### config.mk
export PLATFORM = sky130hd
export DESIGN_NAME = ook_pulse_frame_decoder
export DESIGN_NICKNAME = d
export VERILOG_FILES = /design/src/hdl/ookd_pkg.sv /design/src/hdl/ookd_classify.sv /design/src/hdl/ook_pulse_frame_decoder.sv
export SDC_FILE = /design/constraint.sdc
export NUM_CORES = 1
export LEC_CHECK = 0
export BUFFER_PORTS_ARGS = -buffer_cell sky130_fd_sc_hd__buf_4
export CAP_MARGIN = 20
export CORE_MARGIN = 2
export CORE_UTILIZATION = 45
export CTS_BUF_LIST = sky130_fd_sc_hd__clkbuf_4 sky130_fd_sc_hd__clkbuf_8
export DETAILED_ROUTE_END_ITERATION = 12
export PLACE_DENSITY = 0.6
export SETUP_SLACK_MARGIN = 0.4
export SYNTH_ARGS = -nofsm -noshare
export SYNTH_HDL_FRONTEND = slang
export SYNTH_HIERARCHICAL = 1
export SYNTH_SLANG_ARGS = --single-unit
export TNS_END_PERCENT = 50
### constraint.sdc
create_clock -name clk -period 4.84 [get_ports clk]
set_clock_uncertainty 0.1 [all_clocks]
set_input_delay 0.726 -clock clk [delete_from_list [all_inputs] [get_ports clk]]
set_output_delay 0.726 -clock clk [all_outputs]
set_load 0.01 [all_outputs]
### src/hdl/ookd_pkg.sv
// Shared types and constants for the on-off-keyed pulse frame decoder.
`default_nettype none

package ookd_pkg;

  localparam int MAX_PULSES = 511;
  localparam int CNT_W      = $clog2(MAX_PULSES + 1);
  localparam int GRP_W      = CNT_W - 2;
  localparam int PULSE_W    = 8;
  localparam int CFG_IDX_W  = 3;
  localparam int WORD_W     = 36;
  localparam int SNAP_W     = 32;
  localparam int BAD_W      = 6;

  localparam int BITS_PLAIN = 32;
  localparam int BITS_DIM   = 36;
  localparam int MIN_TOTAL  = 4;
  localparam int PREAMBLE_PULSES = 2;

  localparam logic [BAD_W-1:0] NO_BAD_GROUP = '1;

  localparam logic [PULSE_W-1:0] RST_SHORT_MIN    = 8'd2;
  localparam logic [PULSE_W-1:0] RST_SHORT_MAX    = 8'd7;
  localparam logic [PULSE_W-1:0] RST_LONG_MIN     = 8'd17;
  localparam logic [PULSE_W-1:0] RST_LONG_MAX     = 8'd27;
  localparam logic [PULSE_W-1:0] RST_PREAMBLE_MIN = 8'd40;
  localparam logic [PULSE_W-1:0] RST_PREAMBLE_MAX = 8'd48;

  typedef enum logic [CFG_IDX_W-1:0] {
    REG_SHORT_MIN    = 3'd0,
    REG_SHORT_MAX    = 3'd1,
    REG_LONG_MIN     = 3'd2,
    REG_LONG_MAX     = 3'd3,
    REG_PREAMBLE_MIN = 3'd4,
    REG_PREAMBLE_MAX = 3'd5
  } reg_idx_t;

  typedef struct packed {
    logic [PULSE_W-1:0] short_min;
    logic [PULSE_W-1:0] short_max;
    logic [PULSE_W-1:0] long_min;
    logic [PULSE_W-1:0] long_max;
    logic [PULSE_W-1:0] preamble_min;
    logic [PULSE_W-1:0] preamble_max;
  } cfg_t;

  typedef struct packed {
    logic in_short;
    logic is_long;
    logic is_preamble;
  } cls_t;

endpackage

`default_nettype wire

### src/hdl/ookd_classify.sv
// Pulse length classifier against the short, long and preamble windows.
`default_nettype none

module ookd_classify (
  input  wire logic [ookd_pkg::PULSE_W-1:0] pulse,
  input  wire ookd_pkg::cfg_t               cfg,
  output ookd_pkg::cls_t                    cls
);
  import ookd_pkg::*;

  always_comb begin
    cls.in_short    = (pulse >= cfg.short_min) && (pulse <= cfg.short_max);
    cls.is_long     = (pulse >= cfg.long_min) && (pulse <= cfg.long_max);
    cls.is_preamble = (pulse >= cfg.preamble_min) && (pulse <= cfg.preamble_max);
  end

endmodule

`default_nettype wire

### src/hdl/ook_pulse_frame_decoder.sv
// Top level of the on-off-keyed pulse frame decoder with output register.
// A result is registered on the transfer of the last pulse and is valid in the cycle after it.
// Throughput: one pulse per cycle; the frame state updates in a single pass.
// A result held off by the receiver stalls the input until its transfer.
// Reset (synchronous, active high) clears the frame state, empties the
// output register and restores the default pulse windows.
`default_nettype none

module ook_pulse_frame_decoder (
  input  wire logic                              clk,
  input  wire logic                              rst,
  input  wire logic                              cfg_we,
  input  wire logic [ookd_pkg::CFG_IDX_W-1:0]    cfg_index,
  input  wire logic [ookd_pkg::PULSE_W-1:0]      cfg_wdata,
  input  wire logic                              s_tvalid,
  output logic                                   s_tready,
  input  wire logic [7:0]                        s_tdata,  // [7:0] pulse_length
  input  wire logic                              s_tlast,  // last_pulse
  output logic                                   m_tvalid,
  input  wire logic                              m_tready,
  output logic [39:0]                            m_tdata,  // [35:0] data_word, [39:36] 0
  output logic [1:0]                             m_tuser   // [0] accepted, [1] dim_present
);
  import ookd_pkg::*;

  cfg_t cfg;

  logic [CNT_W-1:0]   pulse_count, pulse_count_next;
  logic [PULSE_W-1:0] first_preamble_pulse, first_preamble_pulse_next;
  logic               preamble_ok, preamble_ok_next;
  logic [PULSE_W-1:0] group_pulses [3];
  logic [PULSE_W-1:0] group_pulses_next [3];
  logic [WORD_W-1:0]  bit_shift, bit_shift_next;
  logic [SNAP_W-1:0]  snapshot_32, snapshot_32_next;
  logic [BAD_W-1:0]   first_bad_group, first_bad_group_next;

  logic               s_accept;
  logic [PULSE_W-1:0] pulse;
  cls_t               cls_pulse, cls_first, cls_g0, cls_g1, cls_g2;

  logic [CNT_W-1:0]   j;
  logic [1:0]         pos;
  logic [GRP_W-1:0]   grp;
  logic               bit_one, bit_zero;

  logic [CNT_W-1:0]   n_bits;
  logic               res_ok, res_dim;
  logic [WORD_W-1:0]  res_word;

  assign pulse    = s_tdata[PULSE_W-1:0];
  assign s_tready = !m_tvalid || m_tready;
  assign s_accept = s_tvalid && s_tready;

  ookd_classify u_cls_pulse (.pulse(pulse),                .cfg(cfg), .cls(cls_pulse));
  ookd_classify u_cls_first (.pulse(first_preamble_pulse), .cfg(cfg), .cls(cls_first));
  ookd_classify u_cls_g0    (.pulse(group_pulses[0]),      .cfg(cfg), .cls(cls_g0));
  ookd_classify u_cls_g1    (.pulse(group_pulses[1]),      .cfg(cfg), .cls(cls_g1));
  ookd_classify u_cls_g2    (.pulse(group_pulses[2]),      .cfg(cfg), .cls(cls_g2));

  always_ff @(posedge clk) begin
    if (rst) begin
      cfg.short_min    <= RST_SHORT_MIN;
      cfg.short_max    <= RST_SHORT_MAX;
      cfg.long_min     <= RST_LONG_MIN;
      cfg.long_max     <= RST_LONG_MAX;
      cfg.preamble_min <= RST_PREAMBLE_MIN;
      cfg.preamble_max <= RST_PREAMBLE_MAX;
    end else if (cfg_we) begin
      unique case (cfg_index)
        REG_SHORT_MIN:    cfg.short_min    <= cfg_wdata;
        REG_SHORT_MAX:    cfg.short_max    <= cfg_wdata;
        REG_LONG_MIN:     cfg.long_min     <= cfg_wdata;
        REG_LONG_MAX:     cfg.long_max     <= cfg_wdata;
        REG_PREAMBLE_MIN: cfg.preamble_min <= cfg_wdata;
        REG_PREAMBLE_MAX: cfg.preamble_max <= cfg_wdata;
        default: ;
      endcase
    end
  end

  assign j   = pulse_count - CNT_W'(PREAMBLE_PULSES);
  assign pos = j[1:0];
  assign grp = j[CNT_W-1:2];

  assign bit_one  = cls_g0.in_short && cls_g1.is_long && cls_g2.in_short &&
                    cls_pulse.in_short;
  assign bit_zero = cls_g0.in_short && cls_g1.in_short && cls_g2.in_short &&
                    cls_pulse.is_long;

  always_comb begin
    pulse_count_next          = pulse_count;
    first_preamble_pulse_next = first_preamble_pulse;
    preamble_ok_next          = preamble_ok;
    group_pulses_next         = group_pulses;
    bit_shift_next            = bit_shift;
    snapshot_32_next          = snapshot_32;
    first_bad_group_next      = first_bad_group;

    if (pulse_count == '0) begin
      first_preamble_pulse_next = pulse;
    end else if (pulse_count == CNT_W'(1)) begin
      preamble_ok_next = cls_first.in_short && cls_pulse.is_preamble;
    end else if (pulse_count < CNT_W'(MAX_PULSES)) begin
      if (grp < GRP_W'(BITS_DIM)) begin
        if (pos != 2'd3) begin
          group_pulses_next[pos] = pulse;
        end else begin
          bit_shift_next = {bit_shift[WORD_W-2:0], bit_one};
          if (!bit_one && !bit_zero && first_bad_group == NO_BAD_GROUP) begin
            first_bad_group_next = grp[BAD_W-1:0];
          end
          if (grp == GRP_W'(BITS_PLAIN - 1)) begin
            snapshot_32_next = bit_shift_next[SNAP_W-1:0];
          end
        end
      end
    end

    if (pulse_count < CNT_W'(MAX_PULSES)) begin
      pulse_count_next = pulse_count + CNT_W'(1);
    end
  end

  always_comb begin
    n_bits   = (pulse_count_next - CNT_W'(MIN_TOTAL)) >> 2;
    res_ok   = 1'b0;
    res_dim  = 1'b0;
    res_word = '0;
    if (pulse_count_next < CNT_W'(MAX_PULSES) && pulse_count_next >= CNT_W'(MIN_TOTAL) &&
        preamble_ok_next) begin
      if (n_bits == CNT_W'(BITS_PLAIN) && first_bad_group_next >= BAD_W'(BITS_PLAIN)) begin
        res_ok   = 1'b1;
        res_word = WORD_W'(snapshot_32_next);
      end else if (n_bits == CNT_W'(BITS_DIM) &&
                   first_bad_group_next >= BAD_W'(BITS_DIM)) begin
        res_ok   = 1'b1;
        res_dim  = 1'b1;
        res_word = bit_shift_next;
      end
    end
  end

  always_ff @(posedge clk) begin
    if (rst || (s_accept && s_tlast)) begin
      pulse_count          <= '0;
      first_preamble_pulse <= '0;
      preamble_ok          <= 1'b0;
      group_pulses         <= '{default: '0};
      bit_shift            <= '0;
      snapshot_32          <= '0;
      first_bad_group      <= NO_BAD_GROUP;
    end else if (s_accept) begin
      pulse_count          <= pulse_count_next;
      first_preamble_pulse <= first_preamble_pulse_next;
      preamble_ok          <= preamble_ok_next;
      group_pulses         <= group_pulses_next;
      bit_shift            <= bit_shift_next;
      snapshot_32          <= snapshot_32_next;
      first_bad_group      <= first_bad_group_next;
    end
  end

  always_ff @(posedge clk) begin
    if (rst) begin
      m_tvalid <= 1'b0;
    end else if (s_accept && s_tlast) begin
      m_tvalid <= 1'b1;
    end else if (m_tready) begin
      m_tvalid <= 1'b0;
    end
  end

  always_ff @(posedge clk) begin
    if (s_accept && s_tlast) begin
      m_tdata <= {4'b0, res_word};
      m_tuser <= {res_dim, res_ok};
    end
  end

  a_count_range: assert property (@(posedge clk) disable iff (rst)
    pulse_count <= CNT_W'(MAX_PULSES))
    else $error("pulse count beyond saturation limit");

  a_clear_after_last: assert property (@(posedge clk) disable iff (rst)
    s_accept && s_tlast |=> pulse_count == '0 && first_bad_group == NO_BAD_GROUP)
    else $error("frame state not cleared after last pulse");

  a_reject_zero: assert property (@(posedge clk) disable iff (rst)
    m_tvalid && !m_tuser[0] |-> m_tdata == '0 && !m_tuser[1])
    else $error("rejected frame carries data");

  a_bad_group_range: assert property (@(posedge clk) disable iff (rst)
    first_bad_group == NO_BAD_GROUP || first_bad_group < BAD_W'(BITS_DIM))
    else $error("bad group index out of range");

endmodule

`default_nettype wire

==> results.py, run 1 <==
metrics = {
    "synthesis": {
        "syn_inst": 1460,
        "synth.cell_area_um2": 12100,
        "avgSynthCellArea_um2": 8.32,
        "synth_warnings": 6,
    },
    "grt": {
        "grt_usage_pct": 22.5,
        "grtUsageMet2_pct": 38.0,
        "use_met1_pct": 29.1,
        "grt_pass1_wl_um": 51600,
        "grtUsageMet3_pct": 2.91,
        "grt_pass1_vias": 9947,
        "grt.busiest_layer": "met2",
        "grt_max_degree": 75,
        "overflow": 0,
        "antenna_found_initial": 0,
    },
    "detailed_routing": {
        "wl_per_cell_um": 16.9,
        "drc": 0,
        "routed-via-count": 10100,
        "drt-vias-per-instance": 5.39,
        "drtPass1Iterations": 5,
        "drt.antenna.violating_nets": 0,
        "wirelength_um": 31700,
        "drt_iter0_drc": 564,
    },
    "clock_tree": {
        "htree_levels": 2,
        "numCtsBuffers": 37,
        "tritoncts": "yes",
        "cts_hold_buf": 0,
        "ctsRootBufferMaster": "clkbuf_8",
        "clk-insertion-delay-late_ns": 0.55,
        "clk_pin_slew_worst_paths_ns": 0.06,
        "cts_buffer_depth": 3,
        "clock-sinks": 203,
        "cts_setup_buffers": 0,
        "cts_resized": 0,
    },
    "setup_path": {
        "cp.required_ns": 5.03,
        "timing.rr.start": "cfg[47]$_SDFFE_PP0P_",
        "path_class": "reg -> reg",
        "rr_worst_depth": 14,
        "r2r-end": "m_tdata[25]$_SDFFCE_PN0P_",
        "startpoint_type": "register",
        "rrSetupSlack_ns": 0.74,
        "crit_end": "m_tdata[25]$_SDFFCE_PN0P_",
        "cp.arrival_ns": 4.29,
        "crit_path_end_kind": "register",
        "cp_max_fo": 13,
        "crit_path_start": "cfg[47]$_SDFFE_PP0P_",
    },
    "sta": {
        "drv_slew": 0,
        "hold_ws_ns": 0.353,
        "finalHoldViolations": 0,
        "finalCritPeriodShare_pct": 84.7,
        "rsz0062_at_grt": "no",
        "final-setup-viol-count": 0,
        "fmax_mhz": 244,
        "final.setup.tns_ns": 0,
        "min_period_ns": 4.10,
        "worst-slew-pin-transition_ns": 0.940,
        "relSlewSlack_pct": 37.1,
    },
    "cells_and_area": {
        "layout_commonest_cell": "nand2_1",
        "diodes": 0,
        "area.growth.synth_to_final_pct": 11.9,
        "final_nets": 1668,
        "final_cell_mix": "nand2_1 (274), dfxtp_1 (165), a21oi_1 (157)",
        "drive_gt1_share_pct": 14.0,
        "fillers": 2593,
        "register_area_um2": 4440,
        "multi_input_area_um2": 6800,
    },
    "die": {
        "die_w_um": 168,
        "row_count": 60,
        "dieArea_um2": 28300,
        "ioPinCount": 69,
        "dieHeight_um": 168,
        "start_util_pct": 45.4,
        "core-area_um2": 26700,
    },
    "placed_design": {
        "io_buffers": 64,
        "place_congestion": 0.827,
        "hpwlAfterDp_um": 20600,
    },
    "power": {
        "leakage_nw": 5.33,
        "power_density_nw_per_um2": 283,
        "vdd_drop_max_mv": 0.220,
    },
    "min_path": {
        "min_path_type": "reg -> reg",
    },
    "status": {
        "outcome": "complete, no violations",
    },
    "run": {
        "maxCapViolations": 0,
    },
}
==> routing by layer <==
| layer | wire (um) | vias up |
|---|---|---|
| met3 | 1310 | 65 |
| met5 | 0 | - |
| met2 | 14700 | 228 |
| met1 | 14600 | 4746 |
| li1 | - | 5096 |
| met4 | 1100 | 0 |
==> state kept, by name (all words and copies together) (netlist names) <==
register,count
pulse_count,9
m_tdata,36
m_tvalid,1
bit_shift,36
preamble_ok,1
m_tuser,2
first_bad_group,6
group_pulses,24
cfg,48
snapshot_32,32
first_preamble_pulse,8
==> worst min-delay path by stage <==
stage	start	to	slack, ns	cells after the start
4_1_cts	s_tdata[0]	group_pulses[8]$_SDFFE_PP0P_	0.35	3
3_5_place_dp	snapshot_32[2]$_SDFFE_PP0P_	snapshot_32[2]$_SDFFE_PP0P_	0.35	2
5_1_grt	cfg_wdata[2]	cfg[2]$_SDFFE_PP0P_	0.37	3
3_3_place_gp	bit_shift[35]$_SDFFE_PP0P_	bit_shift[35]$_SDFFE_PP0P_	0.34	2
2_1_floorplan	bit_shift[35]$_SDFFE_PP0P_	bit_shift[35]$_SDFFE_PP0P_	0.34	2
6_report	bit_shift[35]$_SDFFE_PP0P_	bit_shift[35]$_SDFFE_PP0P_	0.35	2
==> area by class of cell <==
cell class	instances	area share, %
multi-input combinational	1054	50.0
timing repair buffer	78	4.49
clock buffer	56	5.12
sequential	203	32.7
clock inverter	12	0.755
tap	341	3.14
inverter	135	3.73
==> power breakdown <==
group          internal [mW]  switching, mW  leakage [nW]  total [mW]
Sequential              1.75         0.0272          1.67        1.78
Combinational          0.120          0.193          3.23       0.314
Clock                  0.988          0.759         0.431        1.75
Total                   2.86          0.980          5.33        3.84
==> critical path: stages (launching register included) <==
cell and delay (ns):
dfxtp_1 0.57, inv_1 0.09, ha_1 0.32, a21oi_1 0.14, o21ai_0 0.10, a21oi_1 0.16, a211oi_2 0.09, and4_1 0.27
or4_1 0.52, or2_2 0.35, o41a_1 0.41, o21ai_1 0.23, a21bo_1 0.17, buf_4 0.24, nor3_1 0.09
==> metrics by stage <==
stage                     power [mW]  setup slack [ns]  cell area, um2  utilization, %  std cells
after floorplan                 2.00             0.895           12200               -       1463
after global placement          2.12             0.346           12800            47.8       1811
after detailed placement        2.13             0.325           12800            47.8       1811
after CTS                       3.88             0.746           13600            50.8       1879
after global routing            4.00             0.551           13600            50.8       1879
final                           3.84             0.739           13600            50.8       1879
(Power assumes the default switching activity.)
==> run 2: changes to the inputs <==
--- a/config.mk
+++ b/config.mk
@@ -5,13 +5,14 @@
 export SDC_FILE = /design/constraint.sdc
 export NUM_CORES = 1
 export LEC_CHECK = 0
+export ABC_AREA = 1
 export BUFFER_PORTS_ARGS = -buffer_cell sky130_fd_sc_hd__buf_4
 export CAP_MARGIN = 20
 export CORE_MARGIN = 2
 export CORE_UTILIZATION = 45
 export CTS_BUF_LIST = sky130_fd_sc_hd__clkbuf_4 sky130_fd_sc_hd__clkbuf_8
 export DETAILED_ROUTE_END_ITERATION = 12
-export PLACE_DENSITY = 0.6
+export PLACE_DENSITY = 0.63
 export SETUP_SLACK_MARGIN = 0.4
 export SYNTH_ARGS = -nofsm -noshare
 export SYNTH_HDL_FRONTEND = slang
==> constraint.sdc (replaced) <==
create_clock -name clk -period 3.6 [get_ports clk]
set_clock_uncertainty 0.1 [all_clocks]
set_input_delay 0.54 -clock clk [delete_from_list [all_inputs] [get_ports clk]]
set_output_delay 0.54 -clock clk [all_outputs]
set_load 0.01 [all_outputs]
==> run 2 against run 1 <==
  * Final cell count up 30%
  * First-iteration DRC count up 26%
  * Clock power up 45%
  * Flip-flop and latch count unchanged
  * Die area up 4.8%
  * Worst setup slack worse by 0.32 ns
  * Synthesized cell count up 30%
  * Cell area up 16%
  * Largest power group is now clock
==> results.py, run 2 <==
metrics = {
    "setup_path": {
        "cp.required_ns": 3.82,
        "cp_max_fo": 8,
        "worst-path-buf-inv": 6,
        "path_cells": "inv_1 -> ha_1 -> a21o_2 -> nor2_1 -> nand3_1 -> nand2_1 -> inv_1 -> nand2_1 -> inv_2 -> nand3_2 -> nand2_2 -> nor3_2 -> buf_4 -> nand3_4 -> o21ai_4 -> nand3_4 -> nand2_4 -> nand2_8 -> clkbuf_16 -> nand2_2 -> inv_1",
        "cpMostUsedCell": "inv_1",
        "startpoint_type": "register",
        "cpPeakStageDelay_ns": 0.38,
        "cp.arrival_ns": 3.39,
        "crit_path_end_kind": "register",
        "slowest_stage": "dfxtp_2",
        "path_class": "reg -> reg",
        "cp_top_family": "simple AND/OR/NAND/NOR gates",
    },
    "detailed_routing": {
        "drt.antenna.violating_nets": 0,
        "drt_iter0_drc": 709,
        "drc": 0,
        "wirelength_um": 35000,
        "drtPass1Iterations": 5,
        "wl_per_cell_um": 14.3,
        "drt-vias-per-instance": 4.95,
        "routed-via-count": 12100,
    },
    "placed_design": {
        "place_congestion": 0.877,
        "hpwlAfterDp_um": 23700,
        "placedCellCount": 2349,
        "preCtsSetupSlack_ns": -0.0876,
        "io_buffers": 64,
    },
    "grt": {
        "grt_max_degree": 97,
        "grt_pass1_wl_um": 54900,
        "grt_usage_pct": 23.3,
        "grt_pass1_vias": 11200,
        "antenna_found_initial": 0,
        "overflow": 0,
    },
    "sta": {
        "fmax_mhz": 315,
        "finalCritPeriodShare_pct": 88.2,
        "relSlewSlack_pct": 42.7,
        "finalHoldViolations": 0,
        "setup_slack_ns": 0.424,
        "final-setup-viol-count": 0,
        "worst-slew-pin-transition_ns": 0.860,
        "rsz0062_at_grt": "yes",
        "drv_slew": 0,
        "final.setup.tns_ns": 0,
        "min_period_ns": 3.18,
    },
    "clock_tree": {
        "ctsRootBufferMaster": "clkbuf_8",
        "numCtsBuffers": 40,
        "tritoncts": "yes",
        "cts_hold_buf": 0,
        "clk-insertion-delay-late_ns": 0.56,
        "htree_levels": 2,
        "clk_pin_slew_worst_paths_ns": 0.06,
        "clock-sinks": 203,
        "cts_buffer_depth": 3,
    },
    "min_path": {
        "min_path_type": "in -> reg",
    },
    "die": {
        "die_w_um": 172,
        "ioPinCount": 69,
        "dieArea_um2": 29700,
        "row_count": 61,
        "dieHeight_um": 172,
        "start_util_pct": 45.7,
        "core-area_um2": 27900,
    },
    "cells_and_area": {
        "area.growth.synth_to_final_pct": 23.2,
        "drive_gt1_share_pct": 17.0,
        "largest-register": "cfg",
        "fillers": 2616,
        "diodes": 0,
        "fin_util_pct": 56.4,
        "layout_commonest_cell": "nand2_1",
        "largest_reg_flops": 48,
        "final_cell_mix": "nand2_1 (446), inv_1 (342), nor2_1 (213)",
        "reg.largest.list": "cfg: 48 flops, bit_shift: 36 flops, m_tdata: 36 flops",
        "final_nets": 2200,
        "final_cell_count_no_fill": 2447,
    },
    "status": {
        "outcome": "complete, no violations",
    },
    "power": {
        "vdd_drop_max_mv": 0.307,
        "power_density_nw_per_um2": 382,
        "p_total_mw": 5.99,
        "leakage_nw": 8.33,
    },
    "synthesis": {
        "synth.cell_area_um2": 12700,
        "avgSynthCellArea_um2": 6.71,
        "synth_warnings": 6,
        "syn_inst": 1899,
    },
    "run": {
        "maxCapViolations": 0,
    },
}
## run 2: where the power goes
| group | switching [mW] | total (mW) | internal [mW] |
|---|---|---|---|
| registers | 0.0703 | 2.49 | 2.42 |
| clock network | 1.03 | 2.53 | 1.50 |
| logic | 0.613 | 0.978 | 0.365 |
| total | 1.71 | 5.99 | 4.28 |
## run 2: metal layers
metal  global-route usage (%)  part of all wire, %  vias up
met3                     3.46                  5.6       78
met2                     39.2                   46      321
li1                         -                    -     6234
met5                        0                    0        -
met4                     9.57                  3.5        0
met1                     29.9                   45     5489
## run 2: layout make-up
cell class,count,area [um2],share of cell area [%]
clock inverters,8,105,0.669
clock buffers,62,766,4.88
flip-flops and latches,203,4470,28.4
inverters,364,1370,8.72
well taps,378,473,3.01
repair buffers,164,1450,9.22
multi-input cells,1268,7080,45.1
## run 2: through the flow
step,hold slack (ns),instance area [um2]
floorplan,0.329,12800
global placement,0.345,14100
detailed placement,0.346,14100
CTS,0.157,15000
global route,0.168,15700
finish,0.184,15700
## run 2: worst reg2reg max path, cell delays in order, from the launching register on
cell,delay [ns]
dfxtp_2,0.38
inv_1,0.06
ha_1,0.31
a21o_2,0.19
nor2_1,0.13
nand3_1,0.10
nand2_1,0.07
inv_1,0.04
nand2_1,0.07
inv_2,0.05
nand3_2,0.08
nand2_2,0.08
nor3_2,0.17
buf_4,0.15
nand3_4,0.11
o21ai_4,0.21
nand3_4,0.12
nand2_4,0.12
nand2_8,0.09
clkbuf_16,0.20
nand2_2,0.07
inv_1,0.04
## run 2: worst paths after layout
kind | from | to | slack, ns | cells after the start
worst max-delay path | cfg[47]$_SDFFE_PP0P_ | m_tdata[20]$_SDFFCE_PN0P_ | 0.42 | 21
worst min-delay path | cfg_wdata[5] | cfg[5]$_SDFFE_PP1P_ | 0.18 | 3
worst max register to register | cfg[47]$_SDFFE_PP0P_ | m_tdata[20]$_SDFFCE_PN0P_ | 0.42 | 21
worst min register to register | cfg[4]$_SDFFE_PP1P_ | cfg[4]$_SDFFE_PP1P_ | 0.35 | 2
## run 2: repair_timing
action / CTS / global route
setup endpoints to repair: 33 / 38
setup buffers: 2 / 22
pin swaps: 3 / 41
gates cloned: 1 / 3
resized for setup: 10 / 102
==> run 3: changes to the inputs <==
--- a/config.mk
+++ b/config.mk
@@ -12,10 +12,10 @@
 export CORE_UTILIZATION = 45
 export CTS_BUF_LIST = sky130_fd_sc_hd__clkbuf_4 sky130_fd_sc_hd__clkbuf_8
 export DETAILED_ROUTE_END_ITERATION = 12
-export PLACE_DENSITY = 0.63
+export PLACE_DENSITY = 0.6
 export SETUP_SLACK_MARGIN = 0.4
 export SYNTH_ARGS = -nofsm -noshare
 export SYNTH_HDL_FRONTEND = slang
 export SYNTH_HIERARCHICAL = 1
 export SYNTH_SLANG_ARGS = --single-unit
-export TNS_END_PERCENT = 50
+export TNS_END_PERCENT = 10
==> constraint.sdc (replaced) <==
create_clock -name clk -period 3.5 [get_ports clk]
set_clock_uncertainty 0.1 [all_clocks]
set_input_delay 0.525 -clock clk [delete_from_list [all_inputs] [get_ports clk]]
set_output_delay 0.525 -clock clk [all_outputs]
set_load 0.01 [all_outputs]
==> run 3 against run 2 <==
  * Sequential power increased by 3%
  * Worst hold slack improved by 0.0082 ns
  * Largest power group is now sequential cells
  * Register-to-register slack worse by 0.07 ns
  * Sequential share of layout area rose by 0.55 points
  * Via count down 1.1%
==> results.py, run 3 (synthesis gave the netlist of run 2 again) <==
metrics = {
    "status": {
        "outcome": "complete, no violations",
    },
    "detailed_routing": {
        "wirelength_um": 35600,
        "drt-vias-per-instance": 4.93,
        "drc": 0,
        "drtPass1Iterations": 7,
        "routed-via-count": 12000,
        "drt_iter0_drc": 836,
        "drt.antenna.violating_nets": 0,
        "wl_per_cell_um": 14.6,
    },
    "setup_path": {
        "cp.required_ns": 3.68,
        "rr_worst_depth": 21,
        "cpMostUsedCell": "nand2_4",
        "timing.rr.start": "cfg[45]$_SDFFE_PP0P_",
        "cp_max_fo": 8,
        "r2r-end": "m_tdata[10]$_SDFFCE_PN0P_",
        "rrSetupSlack_ns": 0.36,
        "slowest_stage": "dfxtp_2",
        "crit_path_start": "cfg[45]$_SDFFE_PP0P_",
        "cpPeakStageDelay_ns": 0.35,
        "cp.arrival_ns": 3.32,
        "path_class": "reg -> reg",
        "crit_path_end_kind": "register",
        "startpoint_type": "register",
        "crit_end": "m_tdata[10]$_SDFFCE_PN0P_",
        "path_cells": "buf_4 -> inv_1 -> ha_1 -> a21oi_2 -> nor2_1 -> nor2_1 -> nand3_1 -> nand2_1 -> inv_1 -> nand3_2 -> nand2_4 -> nor3_4 -> buf_6 -> nand3_4 -> o21ai_4 -> nand3_4 -> nand2_4 -> nand2_8 -> clkbuf_16 -> nand2_4 -> inv_2",
    },
    "cells_and_area": {
        "largest-register": "cfg",
        "largest_reg_flops": 48,
        "final_cell_mix": "nand2_1 (440), inv_1 (338), nor2_1 (217)",
        "layout_commonest_cell": "nand2_1",
        "fillers": 2756,
        "area.growth.synth_to_final_pct": 21.0,
        "drive_gt1_share_pct": 16.3,
        "final_cell_area_um2": 15400,
        "register_area_um2": 4470,
        "multi_input_area_um2": 7000,
        "reg.largest.list": "cfg: 48 flops, bit_shift: 36 flops, m_tdata: 36 flops",
        "final_nets": 2188,
    },
    "run": {
        "maxCapViolations": 0,
    },
    "grt": {
        "grt_pass1_wl_um": 55400,
        "antenna_found_initial": 0,
        "grt_max_degree": 112,
        "grt_usage_pct": 23.5,
        "overflow": 0,
        "grt_pass1_vias": 11100,
    },
    "sta": {
        "rsz0062_at_grt": "yes",
        "drv_slew": 0,
        "relSlewSlack_pct": 53.8,
        "finalCritPeriodShare_pct": 89.8,
        "worst-slew-pin-transition_ns": 0.691,
        "fmax_mhz": 318,
        "min_period_ns": 3.14,
        "final-setup-viol-count": 0,
        "finalHoldViolations": 0,
    },
    "die": {
        "dieHeight_um": 172,
        "die_w_um": 172,
        "core-area_um2": 27900,
        "start_util_pct": 45.7,
        "row_count": 61,
        "dieArea_um2": 29700,
        "ioPinCount": 69,
    },
    "clock_tree": {
        "clk_pin_slew_worst_paths_ns": 0.06,
        "clk-insertion-delay-late_ns": 0.53,
        "htree_levels": 2,
        "cts_buffer_depth": 3,
        "tritoncts": "yes",
        "ctsRootBufferMaster": "clkbuf_8",
        "numCtsBuffers": 38,
        "clock-sinks": 203,
    },
    "power": {
        "leakage_nw": 8.25,
        "vdd_drop_max_mv": 0.295,
        "p_total_mw": 5.85,
        "power_density_nw_per_um2": 379,
    },
    "placed_design": {
        "place_congestion": 0.889,
        "hpwlAfterDp_um": 23900,
        "placed_area_um2": 14100,
        "io_buffers": 64,
    },
    "min_path": {
        "min_path_type": "in -> reg",
    },
}
-- run 3: through the flow --
stage	TNS, ns	setup slack (ns)	instances	utilization (%)	hold WS (ns)
finish	0	0.358	2432	55.4	0.192
CTS	0	0.386	2420	53.6	0.167
global route	0	0.255	2431	55.4	0.201
floorplan	0	0.484	1902	-	0.329
global placement	-4.53	-0.158	2352	50.6	0.342
detailed placement	-5.38	-0.182	2352	50.6	0.347
-- run 3: power breakdown --
group	total [mW]	internal (mW)	leakage (nW)	switching, mW
clock	2.29	1.26	0.393	1.03
combinational	0.998	0.368	6.16	0.631
sequential	2.56	2.49	1.70	0.0733
total	5.85	4.12	8.25	1.73
-- run 3: area by class of cell --
cell class | instances | share of cell area [%]
multi-input combinational | 1268 | 45.4
sequential | 203 | 29.0
timing repair buffer | 154 | 8.96
inverter | 364 | 8.87
clock buffer | 59 | 4.53
tap | 378 | 3.07
clock inverter | 5 | 0.178
antenna | 1 | 0.0162
-- run 3: how the worst min path moves through the flow --
stage | slack, ns | end | startpoint | cells after the start
finish | 0.19 | cfg[28]$_SDFFE_PP1P_ | cfg_wdata[4] | 3
global route | 0.20 | cfg[28]$_SDFFE_PP1P_ | cfg_wdata[4] | 3
CTS | 0.17 | cfg[28]$_SDFFE_PP1P_ | cfg_wdata[4] | 3
detailed placement | 0.35 | cfg[4]$_SDFFE_PP1P_ | cfg[4]$_SDFFE_PP1P_ | 2
floorplan | 0.33 | cfg[11]$_SDFFE_PP1P_ | cfg[11]$_SDFFE_PP1P_ | 2
global placement | 0.34 | cfg[11]$_SDFFE_PP1P_ | cfg[11]$_SDFFE_PP1P_ | 2
-- run 3: critical path, delay by kind of cell, from the launching register on --
family                     cells  cell delay, ns
buffers and inverters          6            0.61
AOI/OAI and AO/OA              2            0.36
and+or+nand+nor               12            1.13
adders and majority gates      1            0.32
DFF                            1            0.35
-- run 3: timing repair --
item / CTS / global route
setup buffers: 3 / 5
cloned: 1 / 6
pin swaps: 5 / 23
resized for setup: 22 / 88
hold buffers: 0 / 0
endpoints found under the setup margin: 38 / 88
-- run 3: metal layers --
layer,up-vias,GRT usage (%),wire (um),part of all wire [%]
met5,-,0,0,0
met4,0,7.96,1000,2.8
met3,68,3.02,1680,4.7
met2,266,39.3,15900,45
met1,5433,31.3,17000,48
li1,6222,-,-,-
